[config.mk]
export PLATFORM = sky130hd
export DESIGN_NAME = adm_sorter
export DESIGN_NICKNAME = d
export VERILOG_FILES = /design/src/rtl/adm_pkg.sv /design/src/rtl/adm_sorter.sv
export SDC_FILE = /design/constraint.sdc
export NUM_CORES = 1
export LEC_CHECK = 0
export BUFFER_PORTS_ARGS = -buffer_cell sky130_fd_sc_hd__buf_2
export CORE_MARGIN = 5
export CORE_UTILIZATION = 45
export CTS_CLUSTER_DIAMETER = 200
export DETAILED_ROUTE_END_ITERATION = 8
export HOLD_SLACK_MARGIN = 0.12
export PLACE_DENSITY = 0.76
export SKIP_LAST_GASP = 1
export SLEW_MARGIN = 30
export SYNTH_ARGS = -nofsm -noshare
export SYNTH_HDL_FRONTEND = slang
export SYNTH_SLANG_ARGS = --single-unit
export TNS_END_PERCENT = 1
[constraint.sdc]
create_clock -name clk -period 3.62 [get_ports clk]
set_input_delay 0.543 -clock clk [delete_from_list [all_inputs] [get_ports clk]]
set_output_delay 0.543 -clock clk [all_outputs]
set_load 0.02 [all_outputs]
[src/rtl/adm_pkg.sv]
package adm_pkg;

    localparam int LETTER_W = 8;
    localparam int LEN_W    = 3;

    typedef enum logic [1:0] {
        ST_MATCH   = 2'd0,
        ST_NOMATCH = 2'd1,
        ST_LOADED  = 2'd2,
        ST_FULL    = 2'd3
    } status_t;

    typedef enum logic {
        OP_LOAD  = 1'b0,
        OP_QUERY = 1'b1
    } opcode_t;

endpackage

[src/rtl/adm_sorter.sv]
// Odd-even transposition sort, one phase per cycle.
// Letters past the length carry a flag bit so they sort to the end as zero bytes.
module adm_sorter #(
    parameter int MAX_LETTERS = 6
) (
    input  logic                        clk,
    input  logic                        rst_n,
    input  logic                        start,
    input  logic [8*MAX_LETTERS-1:0]    word,
    input  logic [adm_pkg::LEN_W-1:0]   len,
    output logic                        done,
    output logic [8*MAX_LETTERS-1:0]    sig
);
    import adm_pkg::*;

    localparam int WORD_W = LETTER_W * MAX_LETTERS;
    localparam int PH_W   = $clog2(MAX_LETTERS);

    logic [LETTER_W:0] key_reg  [MAX_LETTERS];
    logic [LETTER_W:0] key_next [MAX_LETTERS];
    logic [PH_W-1:0]   phase_reg;
    logic              running_reg;
    logic              done_reg;

    always_comb
    begin
        for (int i = 0; i < MAX_LETTERS; i++)
        begin
            key_next[i] = key_reg[i];
        end
        for (int i = 0; i < MAX_LETTERS - 1; i++)
        begin
            if (((i % 2) == int'(phase_reg[0])) && (key_reg[i] > key_reg[i+1]))
            begin
                key_next[i]   = key_reg[i+1];
                key_next[i+1] = key_reg[i];
            end
        end
    end

    always_ff @(posedge clk)
    begin
        if (start)
        begin
            for (int i = 0; i < MAX_LETTERS; i++)
            begin
                key_reg[i] <= {(4'(i) >= {1'b0, len}), word[WORD_W-LETTER_W*(i+1) +: LETTER_W]};
            end
        end
        else if (running_reg)
        begin
            for (int i = 0; i < MAX_LETTERS; i++)
            begin
                key_reg[i] <= key_next[i];
            end
        end
    end

    always_ff @(posedge clk or negedge rst_n)
    begin
        if (!rst_n)
        begin
            running_reg <= 1'b0;
            phase_reg   <= '0;
            done_reg    <= 1'b0;
        end
        else
        begin
            done_reg <= 1'b0;
            if (start)
            begin
                running_reg <= 1'b1;
                phase_reg   <= '0;
            end
            else if (running_reg)
            begin
                if (phase_reg == PH_W'(MAX_LETTERS - 1))
                begin
                    running_reg <= 1'b0;
                    done_reg    <= 1'b1;
                end
                else
                begin
                    phase_reg <= phase_reg + PH_W'(1);
                end
            end
        end
    end

    always_comb
    begin
        for (int i = 0; i < MAX_LETTERS; i++)
        begin
            sig[WORD_W-LETTER_W*(i+1) +: LETTER_W] = key_reg[i][LETTER_W-1:0];
        end
    end

    assign done = done_reg;

endmodule

# Word-level counts from Yosys, hierarchy flattened
# Memory sizes are Yosys's and may differ from the RTL's.
# Cells that the tools add are included.
[classes]
add_sub_neg = 1
magnitude_cmp = 11
eq_ne = 2
muxes = 25
n_bitwise = 7
n_reduce_logical = 7
[op_table]
columns = ["operator", "n"]
rows = [
  ["18-bit 2-to-1 mux", 5],
  ["9-bit 2-to-1 mux", 6],
  ["9-bit greater-than comparator", 5],
  ["1-bit 2-to-1 mux", 11],
  ["3-bit 2-to-1 mux", 3],
  ["1-bit by 3-bit greater-or-equal comparator with 1-bit output, first input constant", 2],
  ["2-bit by 3-bit greater-or-equal comparator with 1-bit output, first input constant", 2],
  ["3-bit greater-or-equal comparator, first input constant", 2],
  ["1-bit bitwise OR", 6],
  ["1-bit logical AND", 5],
  ["3-bit by 1-bit adder with 3-bit output, second input constant", 1],
  ["3-bit == test, second input constant", 1],
  ["2-bit != test, second input constant", 1],
  ["2-bit AND reduction", 1],
  ["2-bit nonzero test", 1],
  ["1-bit inverter", 1],
]
[totals]
reg_bits = 5
ramBits = 54
in_bits = 54
output_inout_bits = 49
wordCells = 57
memories = 1
[mem_list]
columns = ["memory", "depth", "width", "rd", "rd_clocked_by_memory_dff", "write_ports", "line", "rtl"]
rows = [
  ["key_reg", 6, 9, 6, 0, 6, "adm_sorter.sv:19", "logic [LETTER_W:0] key_reg [MAX_LETTERS];"],
]

# Depth between registers and ports, before layout
# Gate-level depths: netlist of the first run.
[logic_depth]
depth_word = 8
ltp_mapped = 10

# Least setup slack after synthesis of the first run
# OpenSTA, ideal clock, no wires.
[synth_timing]
path_kind = "register -> register"
startpoint = "memory key_reg[1][1] in the netlist's numbering"
endpoint = "memory key_reg[1][0] in the netlist's numbering (enable)"
t_arrival_ps = 2106
required_time_ps = 3285
setup_slack_ps = 1179
stages_incl_launch_ff = 9
path_buffers = 0
path_cell_list = "edfxtp_1 inv_1 ha_1 nor2b_1 o21a_1 o21ai_0 a211o_1 a21oi_1 or2_1"
[synth_rtl]
columns = ["element", "line"]
rows = [
  ["start, declared", "adm_sorter.sv:19"],
]

==> results.rst, run 1 <==
.. list-table::
   :header-rows: 1

   * - Metric
     - Value
   * - Outcome
     - finished clean
   * - Crit Path Max Fanout
     - 10
   * - Drt initial violations
     - 202
   * - Number of vias per cell
     - about 5.5
   * - Area inside the core boundary
     - between 0.009 and 0.01 mm2
   * - Leakage power summed over all cells
     - about 2.3 nW
   * - Number of instances resized during post-cts repair
     - 0
   * - Clk buf depth
     - 2
   * - Placed Area
     - 0.00455 mm2
   * - Vias in the first global route
     - 3428
   * - Max-Slew Margin vs Limit
     - 46.2%
   * - Ys async rst share
     - between 8 and 9%
   * - Unrepaired setup endpoints after global routing
     - no
   * - Flop-to-flop setup slack
     - between 0.8 and 0.9 ns
   * - Critical setup path kind
     - reg -> reg
   * - Sequential-to-total area share from yosys stat
     - 41.1%
   * - Overall via count from detail_route
     - 3390
   * - Global placer's final weighted congestion
     - about 0.86
   * - Post-synthesis sequential element count
     - 59
   * - Die outline height
     - ~110 um
   * - Final core utilization
     - approximately half
   * - Total non-filler cell area in the finished layout
     - approximately 0.0047 mm2
   * - Slowest cell on crit path
     - sky130_fd_sc_hd__a2111oi_0
   * - List of cells traversed by the critical path
     - inv_1, ha_1, a21oi_1, o21ai_0, a2111oi_0, a211oi_2, buf_4, a222oi_1, inv_1
   * - CP required
     - 3.72 ns
   * - Cells after synthesis
     - 430
   * - H-tree levels
     - 3
   * - Final slew viol count
     - 0
   * - Total of warnings raised by yosys
     - 0
   * - Power per cell area
     - about 870 mW/mm2
   * - Antenna viol nets, final
     - 0
   * - Hold buffer count at CTS
     - 1
   * - Least-Margin Pin Slew
     - around 0.8 ns
   * - Antenna violations before repair
     - 1
   * - Count of cells along the worst hold path
     - 3
   * - Port-buffer cells
     - about 100
   * - Final-layout setup total negative slack
     - 0 ns
   * - Number of distinct library cell variants in the gate-level netlist after synthesis
     - 47
   * - Number of optimization iterations in the first detailed-route pass
     - 4
   * - Max-cap check violation count
     - 0
   * - TritonCTS clock tree
     - done
   * - Residual DRC
     - 0
   * - Starting density of the core
     - approximately 46%
   * - Cell area after synthesis
     - between 0.004 and 0.005 mm2
   * - Class of the tightest hold or removal check
     - in -> reg
   * - Fraction of layout cells with a size suffix above 1
     - roughly a quarter
   * - FF-to-FF Start
     - key_reg[4][6]
   * - Average wire per cell in the routed design
     - between 15 and 20 um
   * - Worst ir drop on vdd
     - ~0.32 mV
   * - Share of the clock period used by the worst path after layout
     - approximately 77%
   * - End point of the worst hold path
     - key_reg[3][3]
   * - Critical path arrival
     - 2.90 ns
   * - Clock latency on the worst-skew pair
     - about 0.35 ns
   * - Top-level I/O count
     - ~100
   * - Clock-pin slew on the worst setup and hold paths
     - ~0.07 ns
   * - Total Wirelength
     - approximately 11000 um
   * - Number of setup buffers added after CTS
     - 0
   * - Cell Count Post-Placement
     - 603
   * - HPWL Detailed
     - about 8300 um
   * - Final Hold Vio Count
     - 0
   * - Crit path capture type
     - register
   * - Gr usage total
     - 18.7%
   * - DIE AREA
     - ~0.011 mm2
   * - Die Width
     - 107 um
   * - Slowest Stage Delay on Critical Path
     - 0.54 ns
   * - Area growth from synthesis to layout
     - 11.6%
   * - Number of setup violations in the final report
     - 0
   * - Maximum clock frequency
     - 357 MHz
   * - Pin count of the biggest net entering global routing
     - 39
   * - Crit path launch type
     - register
   * - Global-route wire length before repair
     - between 15000 and 20000 um
   * - Final cell count without fillers
     - between 600 and 700
   * - Hold Crit Start
     - word[19]
   * - Root Buffer Master
     - sky130_fd_sc_hd__clkbuf_8
   * - CP most frequent cell
     - sky130_fd_sc_hd__inv_1
   * - Number of cell rows
     - 35
   * - Clock skew
     - slightly below 0.008 ns
   * - Number of enable flip-flop cells after synthesis
     - 54
   * - Mean instance size in the synthesized netlist
     - slightly below 10 um2
   * - Number of clock sinks
     - a little under 60
   * - Reg-to-reg endpoint
     - key_reg[4][1]
   * - Total global routing overflow
     - 0
   * - Fin crit period
     - between 2 and 3 ns
   * - Post-Syn Nets
     - around 530
   * - TritonCTS buffer count
     - 9
   * - Post-synth top flop
     - sky130_fd_sc_hd__edfxtp_1
   * - Final-layout fill cell count
     - about 860
   * - Total number of nets in the final design
     - around 590
   * - Number of cells traversed by the worst register-to-register path
     - 9
   * - Max FFs per register
     - 54
cells in the final DEF, fill, tap and decap left out, drive strengths merged, types with 2 or more instances in the layout:
| master | Yosys | routed |
|---|---|---|
| a211o | 2 | 2 |
| a211oi | 4 | 4 |
| a21o | 3 | 3 |
| a21oi | 16 | 16 |
| a221o | 9 | 9 |
| a222oi | 9 | 9 |
| a22o | 8 | 8 |
| a31oi | 2 | 2 |
| a32oi | 9 | 9 |
| and3 | 11 | 11 |
| and4 | 2 | 2 |
| buf | 53 | 109 |
| clkbuf | 12 | 10 |
| clkinv | 0 | 4 |
| dfrtp | 5 | 5 |
| edfxtp | 54 | 54 |
| ha | 47 | 47 |
| inv | 59 | 59 |
| mux2i | 9 | 9 |
| nand2 | 41 | 41 |
| nand2b | 3 | 3 |
| nand4 | 8 | 8 |
| nor2 | 10 | 10 |
| nor2b | 3 | 3 |
| nor3 | 4 | 4 |
| o21ai | 29 | 29 |
| o311ai | 2 | 2 |
| or2 | 3 | 3 |
| or3 | 2 | 2 |
routing by layer:
metal	up-vias	routed length [um]	global-route usage (%)
met2	143	4820	29.4
met5	-	0	0
met4	0	288	8.86
li1	1632	-	-
met3	24	893	4.09
met1	1591	4580	24.6
layout make-up:
| type | instances | area (um2) | area share (%) |
|---|---|---|---|
| Inverter | 59 | 221 | 4.67 |
| Clock inverter | 6 | 56.3 | 1.19 |
| Antenna cell | 1 | 2.50 | 0.0528 |
| Multi-Input combinational cell | 247 | 1850 | 39.1 |
| Tap cell | 129 | 161 | 3.40 |
| Sequential cell | 59 | 1750 | 36.8 |
| Clock buffer | 10 | 128 | 2.69 |
| Timing Repair Buffer | 110 | 573 | 12.1 |
per-stage QoR:
step,hold slack (ns),total power [mW],setup slack (ns)
floorplan,0.247,3.09,1.18
global placement,0.358,3.42,1.01
detailed placement,0.363,3.53,0.838
CTS,0.447,4.13,0.842
global route,0.462,4.45,0.603
finish,0.460,4.11,0.819
kinds of logic after synthesis:
kind of cell | after synthesis | synth area share, %
AOI/OAI and AO/OA | 99 | 16.6
DFF | 59 | 41.1
buffers and inverters | 124 | 15.4
and+or+nand+nor | 91 | 10.7
xor gates and xnor gates | 1 | 0.206
muxes | 9 | 2.12
adders and majority gates | 47 | 13.8
how the worst max path moves through the flow:
stage / startpoint / end / slack [ns] / cells after the start
floorplan: key_reg[1][1] / key_reg[1][0] / 1.18 / 8
global placement: key_reg[4][6] / key_reg[4][1] / 1.01 / 9
detailed placement: key_reg[4][6] / key_reg[4][1] / 0.84 / 9
CTS: key_reg[4][6] / key_reg[4][1] / 0.84 / 9
global route: key_reg[4][6] / key_reg[4][5] / 0.60 / 9
finish: key_reg[4][6] / key_reg[4][1] / 0.82 / 9
cells in the mapped netlist, types with 2 or more instances:
| library cell | number | area [um2] |
|---|---|---|
| sky130_fd_sc_hd__o21ai_0 | 17 | 85.1 |
| sky130_fd_sc_hd__nand4_1 | 8 | 50.1 |
| sky130_fd_sc_hd__and4_1 | 2 | 17.5 |
| sky130_fd_sc_hd__nor2b_1 | 3 | 18.8 |
| sky130_fd_sc_hd__a32oi_1 | 9 | 78.8 |
| sky130_fd_sc_hd__clkbuf_1 | 12 | 45.0 |
| sky130_fd_sc_hd__buf_4 | 48 | 360 |
| sky130_fd_sc_hd__buf_2 | 2 | 10.0 |
| sky130_fd_sc_hd__a21o_1 | 3 | 22.5 |
| sky130_fd_sc_hd__a211oi_1 | 4 | 30.0 |
| sky130_fd_sc_hd__a21oi_1 | 16 | 80.1 |
| sky130_fd_sc_hd__and3_1 | 10 | 62.6 |
| sky130_fd_sc_hd__or2_2 | 2 | 12.5 |
| sky130_fd_sc_hd__a211o_1 | 2 | 17.5 |
| sky130_fd_sc_hd__dfrtp_1 | 5 | 125 |
| sky130_fd_sc_hd__a31oi_1 | 2 | 12.5 |
| sky130_fd_sc_hd__buf_1 | 2 | 7.51 |
| sky130_fd_sc_hd__nor2_1 | 9 | 33.8 |
| sky130_fd_sc_hd__or3_1 | 2 | 12.5 |
| sky130_fd_sc_hd__nor3_1 | 4 | 20.0 |
| sky130_fd_sc_hd__a222oi_1 | 9 | 90.1 |
| sky130_fd_sc_hd__a221o_1 | 9 | 90.1 |
| sky130_fd_sc_hd__nand2_1 | 41 | 154 |
| sky130_fd_sc_hd__o21ai_1 | 12 | 60.1 |
| sky130_fd_sc_hd__ha_1 | 47 | 588 |
| sky130_fd_sc_hd__inv_1 | 59 | 221 |
| sky130_fd_sc_hd__nand2b_1 | 3 | 18.8 |
| sky130_fd_sc_hd__a22o_1 | 8 | 70.1 |
| sky130_fd_sc_hd__edfxtp_1 | 54 | 1620 |
| sky130_fd_sc_hd__mux2i_1 | 9 | 90.1 |
critical path, delay by kind of cell (launching register included):
family / cells / cell delay, ns
adder cells (fa/ha/maj): 1 / 0.32
flip-flops: 1 / 0.44
buffers and inverters: 3 / 0.38
AO/OA/AOI/OAI: 5 / 1.41
power by group:
group | internal [mW] | switching, mW
clock network | 0.312 | 0.276
registers | 1.14 | 0.353
logic | 0.790 | 1.24
total | 2.24 | 1.87
Note: power is estimated with default switching activity, not from simulation.
==> run 2: changes to the inputs <==
- clock period: 3.62 -> 2.79 ns (I/O delays scaled with it)
==> run 2 against run 1 <==
  * Sequential cell count stayed put
  * Power is 36% higher
  * Non-clock buffer count is 22 higher
  * Sequential power is 21% higher
  * Design area is 3.7% higher
  * Via count is 4.2% higher
  * Fmax is 5.6% higher
  * Core utilization is 1.9 points higher
  * Register-to-register slack worse by 0.68 ns
  * Clock-buffer cell count stayed put
  * Clock power is 29% higher
  * Critical path type unchanged
  * Critical endpoint is now key_reg[2][2]
  * Largest cell class unchanged
  * Largest power group unchanged
  * Highest routed layer unchanged
==> results.rst, run 2 (synthesis gave the netlist of run 1 again) <==
.. list-table::
   :header-rows: 1

   * - Metric
     - Value
   * - Maximum clock frequency
     - approximately 380 MHz
   * - Root Buffer Master
     - sky130_fd_sc_hd__clkbuf_8
   * - Port-buffer cells
     - a little over 100
   * - Average wire per cell in the routed design
     - 17.4 um
   * - Number of setup violations in the final report
     - 0
   * - Die Width
     - approximately 110 um
   * - Number of setup buffers added after CTS
     - 0
   * - Power per cell area
     - 1130 mW/mm2
   * - Commonest non-fill, non-tap cell in the layout
     - sky130_fd_sc_hd__buf_2
   * - List of cells traversed by the critical path
     - inv_1, ha_1, and4_1, and3b_1, a2111o_1, and3_4, o21ai_1, nand2b_1
   * - Max FFs per register
     - 54
   * - Net switching power of the design
     - roughly 2.5 mW
   * - Gr usage total
     - roughly a fifth
   * - Crit Path Max Fanout
     - 10
   * - Final slew viol count
     - 0
   * - Max-Slew Margin vs Limit
     - 44.5%
   * - Unrepaired setup endpoints after global routing
     - no
   * - Least-Margin Pin Slew
     - slightly above 0.8 ns
   * - Total global routing overflow
     - 0
   * - Fin crit period
     - between 2 and 3 ns
   * - Number of buffer and inverter stages on the critical path
     - 1
   * - Number of clock sinks
     - 59
   * - Class of the tightest hold or removal check
     - in -> reg
   * - H-tree levels
     - 3
   * - Critical path arrival
     - around 2.7 ns
   * - Share of the clock period used by the worst path after layout
     - 95.1%
   * - Drt initial violations
     - 205
   * - Max-cap check violation count
     - 0
   * - Placed Area
     - between 0.004 and 0.005 mm2
   * - Critical setup path kind
     - reg -> reg
   * - Die outline height
     - 107 um
   * - Antenna viol nets, final
     - 0
   * - Outcome
     - finished clean
   * - Antenna violations before repair
     - 0
   * - Number of diodes added for antenna fixing
     - 0
   * - Crit path capture type
     - register
   * - FF-to-FF Start
     - key_reg[2][6]
   * - Stages on worst setup path
     - 8
   * - TritonCTS buffer count
     - 9
   * - Clock-pin slew on the worst setup and hold paths
     - roughly 0.070 ns
   * - Global placer's final weighted congestion
     - 0.852
   * - Clock skew
     - about 0.0098 ns
   * - Leakage power summed over all cells
     - approximately 2.4 nW
   * - Commonest cells after routing, fill and taps aside
     - sky130_fd_sc_hd__buf_2, sky130_fd_sc_hd__inv_1, sky130_fd_sc_hd__edfxtp_1
   * - Family of cells with the greatest summed delay on the critical path
     - simple AND/OR/NAND/NOR gates
   * - Slowest Stage Delay on Critical Path
     - 0.45 ns
   * - Area inside the core boundary
     - 0.00924 mm2
   * - Clk buf depth
     - 2
   * - Hold Crit Start
     - word[43]
   * - Switch share
     - 44.9%
   * - Starting density of the core
     - 46.0%
   * - Internal Pwr Total
     - approximately 3.1 mW
   * - Total Wirelength
     - ~11000 um
   * - Flop-to-flop setup slack
     - 0.14 ns
   * - CP required
     - 2.80 ns
   * - Crit path launch type
     - register
   * - Number of optimization iterations in the first detailed-route pass
     - 5
   * - TritonCTS clock tree
     - done
   * - Residual DRC
     - 0
   * - HPWL Detailed
     - roughly 8700 um
   * - Fraction of layout cells with a size suffix above 1
     - about 29%
   * - DIE AREA
     - around 0.011 mm2
   * - Area growth from synthesis to layout
     - 15.8%
   * - End point of the worst hold path
     - key_reg[0][3]
   * - Top-level I/O count
     - between 100 and 150
   * - Slowest cell on crit path
     - sky130_fd_sc_hd__edfxtp_1
   * - Global-route wire length before repair
     - about 18000 um
   * - Seq pwr share
     - around a third
   * - Combinational power share
     - between 50% and 60%
   * - Final-layout setup total negative slack
     - 0 ns
   * - Pin count of the biggest net entering global routing
     - 38
   * - Number of cells traversed by the worst register-to-register path
     - 8
   * - Clk network pwr share
     - between 10 and 15%
   * - Overall via count from detail_route
     - between 3000 and 4000
   * - Vias in the first global route
     - 3600
   * - Final Hold Vio Count
     - 0
   * - Total number of nets in the final design
     - 609
   * - Worst ir drop on vdd
     - about 0.48 mV
   * - Clock latency on the worst-skew pair
     - 0.34 ns
   * - Total non-filler cell area in the finished layout
     - 0.00492 mm2
   * - Number of vias per cell
     - 5.50
   * - Count of cells along the worst hold path
     - 3
   * - Number of cell rows
     - 35
   * - Reg-to-reg endpoint
     - key_reg[2][2]
-- run 2: layer usage --
metal / vias up / GRT usage (%) / wire [um]
met5: - / 0 / 0
met4: 0 / 5.39 / 128
met3: 15 / 5.00 / 902
met2: 142 / 32.6 / 5390
met1: 1702 / 25.0 / 4760
li1: 1674 / - / -
-- run 2: worst max-delay path by stage --
stage,slack [ns],end,from
floorplan,0.35,key_reg[1][0],key_reg[1][1]
global placement,0.28,key_reg[4][7],key_reg[3][6]
detailed placement,0.17,key_reg[4][3],key_reg[3][6]
CTS,0.15,key_reg[2][3],key_reg[2][6]
global route,0.003,key_reg[4][7],key_reg[3][6]
finish,0.14,key_reg[2][2],key_reg[2][6]
-- run 2: power by group through the flow --
stage | sequential [mW] | clock [mW] | combinational, mW
after floorplan | 1.75 | 0 | 2.27
after global placement | 1.78 | 0 | 2.86
after detailed placement | 1.80 | 0 | 2.99
after CTS | 1.79 | 0.762 | 3.02
after global routing | 1.84 | 0.809 | 3.36
final | 1.80 | 0.756 | 3.02
-- run 2: per-stage QoR --
step                setup WS, ns  hold slack [ns]  utilization (%)  cells  power (mW)
floorplan                  0.349            0.123                -    430        4.01
global placement           0.276            0.239             51.1    625        4.64
detailed placement         0.175            0.240             51.1    625        4.79
CTS                        0.146            0.332             53.2    642        5.57
global route             0.00303            0.333             53.2    642        6.01
finish                     0.137            0.346             53.2    642        5.58
-- run 2: repair_timing --
item	4_1_cts	5_1_grt
hold buffers	1	0
resized for setup	0	1
hold endpoints to repair	5	0
setup endpoints to repair	0	16
-- run 2: area by class of cell --
type	count	area [um2]
repair buffers	132	751
inverters	59	221
fillers	857	4320
clock inverters	6	56.3
flip-flops and latches	59	1750
clock buffers	10	128
multi-input cells	247	1850
well taps	129	161
-- run 2: worst min-delay path: stages --
cell	delay, ns
sky130_fd_sc_hd__buf_2	0.07
sky130_fd_sc_hd__nand2_1	0.03
sky130_fd_sc_hd__o21ai_0	0.05
==> run 3: changes to the inputs <==
- CELL_PAD_IN_SITES_DETAIL_PLACEMENT: unset -> 1
- CELL_PAD_IN_SITES_GLOBAL_PLACEMENT: unset -> 2
- CORE_UTILIZATION: 45 -> 33
- PLACE_DENSITY: 0.76 -> 0.87
==> run 3 against run 2 <==
  * Hold slack better by 0.016 ns
  * Wire length is 17% higher
  * Via count is 0.82% higher
  * Fmax is 3.2% higher
  * Combinational power is 6% higher
  * Critical path depth is 1 lower
  * Highest routed layer unchanged
  * Die area is 33% higher
  * Clock power is 55% higher
  * Worst setup slack better by 0.082 ns
  * Sequential share of layout area is 1.5 points lower
  * Clock-buffer cell count stayed put
==> results.rst, run 3 (synthesis gave the netlist of run 1 again) <==
.. list-table::
   :header-rows: 1

   * - Metric
     - Value
   * - Area growth from synthesis to layout
     - 20.8%
   * - Area inside the core boundary
     - ~0.013 mm2
   * - Root Buffer Master
     - sky130_fd_sc_hd__clkbuf_16
   * - Top-level I/O count
     - a little over 100
   * - Number of cells traversed by the worst register-to-register path
     - 7
   * - Max FFs per register
     - between 50 and 60
   * - Antenna violations before repair
     - 0
   * - Number of optimization iterations in the first detailed-route pass
     - 4
   * - Unrepaired setup endpoints after global routing
     - no
   * - Max-cap check violation count
     - 0
   * - Count of cells along the worst hold path
     - 3
   * - Number of setup violations in the final report
     - 0
   * - Crit path launch type
     - register
   * - Worst hold slack
     - around 0.36 ns
   * - Flop-to-flop setup slack
     - roughly 0.22 ns
   * - Number of clock sinks
     - approximately 60
   * - Critical path arrival
     - ~2.5 ns
   * - Clock-pin slew on the worst setup and hold paths
     - ~0.06 ns
   * - Share of the clock period used by the worst path after layout
     - a little over 90%
   * - Final slew viol count
     - 0
   * - Gr usage total
     - between 10% and 20%
   * - Power per cell area
     - 1200 mW/mm2
   * - Reg-to-reg endpoint
     - key_reg[4][4]
   * - Clock skew
     - approximately 0.01 ns
   * - Max-Slew Margin vs Limit
     - between 60% and 70%
   * - Fin crit period
     - approximately 2.6 ns
   * - Leakage power summed over all cells
     - about 2.5 nW
   * - Critical setup path kind
     - reg -> reg
   * - Number of vias per cell
     - between 5 and 6
   * - Register area
     - approximately 0.0017 mm2
   * - Hold Crit Start
     - word[22]
   * - Post-place setup slack
     - ~0.083 ns
   * - Average wire per cell in the routed design
     - between 15 and 20 um
   * - Outcome
     - finished clean
   * - Final Hold Vio Count
     - 0
   * - Port-buffer cells
     - between 100 and 150
   * - Clk buf depth
     - 2
   * - Overall via count from detail_route
     - about 3600
   * - Final-layout fill cell count
     - 1493
   * - Crit path capture type
     - register
   * - Residual DRC
     - 0
   * - Pin count of the biggest net entering global routing
     - 49
   * - Number of cell rows
     - between 40 and 50
   * - Crit Path Max Fanout
     - 9
   * - Die Width
     - 123 um
   * - Commonest non-fill, non-tap cell in the layout
     - sky130_fd_sc_hd__buf_2
   * - TritonCTS clock tree
     - done
   * - Timing startpoint of the critical path
     - key_reg[4][4]
   * - Number of diodes added for antenna fixing
     - 0
   * - Total Wirelength
     - roughly 13000 um
   * - H-tree levels
     - 3
   * - Antenna viol nets, final
     - 0
   * - Global placer's final weighted congestion
     - about 0.84
   * - Fraction of layout cells with a size suffix above 1
     - just over 30%
   * - Starting density of the core
     - approximately a third
   * - Total global routing overflow
     - 0
   * - Worst ir drop on vdd
     - 0.394 mV
   * - FF-to-FF Start
     - key_reg[4][4]
   * - Class of the tightest hold or removal check
     - in -> reg
   * - End point of the worst hold path
     - key_reg[3][6]
   * - Vias in the first global route
     - ~3800
   * - Commonest cells after routing, fill and taps aside
     - sky130_fd_sc_hd__buf_2, sky130_fd_sc_hd__inv_1, sky130_fd_sc_hd__edfxtp_1
   * - HPWL Detailed
     - roughly 10000 um
   * - Die outline height
     - about 120 um
   * - Total number of nets in the final design
     - 613
   * - CP required
     - between 2 and 3 ns
   * - Global-route wire length before repair
     - about 20000 um
   * - Drt initial violations
     - roughly 210
   * - Area used by multi-input combinational logic
     - 0.00186 mm2
   * - Worst path setup slack after routing
     - between 0.2 and 0.25 ns
   * - Clock latency on the worst-skew pair
     - 0.33 ns
   * - Number of setup buffers added after CTS
     - 0
   * - Maximum clock frequency
     - approximately 400 MHz
   * - Least-Margin Pin Slew
     - between 0.5 and 0.6 ns
   * - Final core utilization
     - 40.7%
   * - TritonCTS buffer count
     - 9
   * - DIE AREA
     - 0.0152 mm2
   * - Final-layout setup total negative slack
     - 0 ns
==> run 3: cell count changes in the layout (fill, tap and decap cells not counted), sizes merged <==
cell and change:
clkinv +1, bufinv +1, buf +4, clkinvlp -2
==> run 3: repair_timing <==
action,CTS,global route
hold buffers,1,0
endpoints found under the hold margin,5,0
endpoints found under the setup margin,0,18
gates resized for setup,0,2
==> run 3: worst max-delay path by stage <==
stage | end | cells past startpoint
after floorplan | key_reg[1][0] | 8
after global placement | key_reg[4][7] | 9
after detailed placement | key_reg[4][7] | 9
after CTS | key_reg[4][7] | 9
after global routing | key_reg[4][1] | 9
final | key_reg[4][4] | 7
==> run 3: power breakdown <==
group          internal (mW)  switching, mW
Sequential              1.47          0.299
Combinational           1.25           1.94
Clock                  0.775          0.393
Total                   3.50           2.63
==> run 3: through the flow <==
| stage | power [mW] | cell area, um2 | cells |
|---|---|---|---|
| after floorplan | 4.01 | 4250 | 430 |
| after global placement | 4.79 | 4810 | 672 |
| after detailed placement | 4.99 | 4810 | 672 |
| after CTS | 6.17 | 5130 | 689 |
| after global routing | 6.59 | 5130 | 689 |
| final | 6.13 | 5130 | 689 |
==> run 3: layout make-up <==
type | instances | area share [%]
timing repair buffer | 136 | 15.2
clock buffer | 10 | 4.46
sequential | 59 | 34.0
clock inverter | 6 | 1.56
tap | 172 | 4.19
multi-input combinational | 247 | 36.2
inverter | 59 | 4.31
==> run 3: critical path, stage by stage (launching register included) <==
cell	delay, ns
sky130_fd_sc_hd__edfxtp_1	0.39
sky130_fd_sc_hd__buf_4	0.18
sky130_fd_sc_hd__ha_1	0.31
sky130_fd_sc_hd__nand2_1	0.06
sky130_fd_sc_hd__o21ai_0	0.32
sky130_fd_sc_hd__nand2b_1	0.10
sky130_fd_sc_hd__a31oi_1	0.38
sky130_fd_sc_hd__or3_1	0.48
==> run 3: per-layer routing <==
metal  wire length (um)  vias to the layer above  share of wire (%)  track usage (%)
met5                  0                        -                  0                0
met4                204                        0                1.6             4.84
met3                800                       14                6.1             4.16
met2               6600                      103                 50             30.5
met1               5480                     1760                 42             21.3
li1                   -                     1685                  -                -
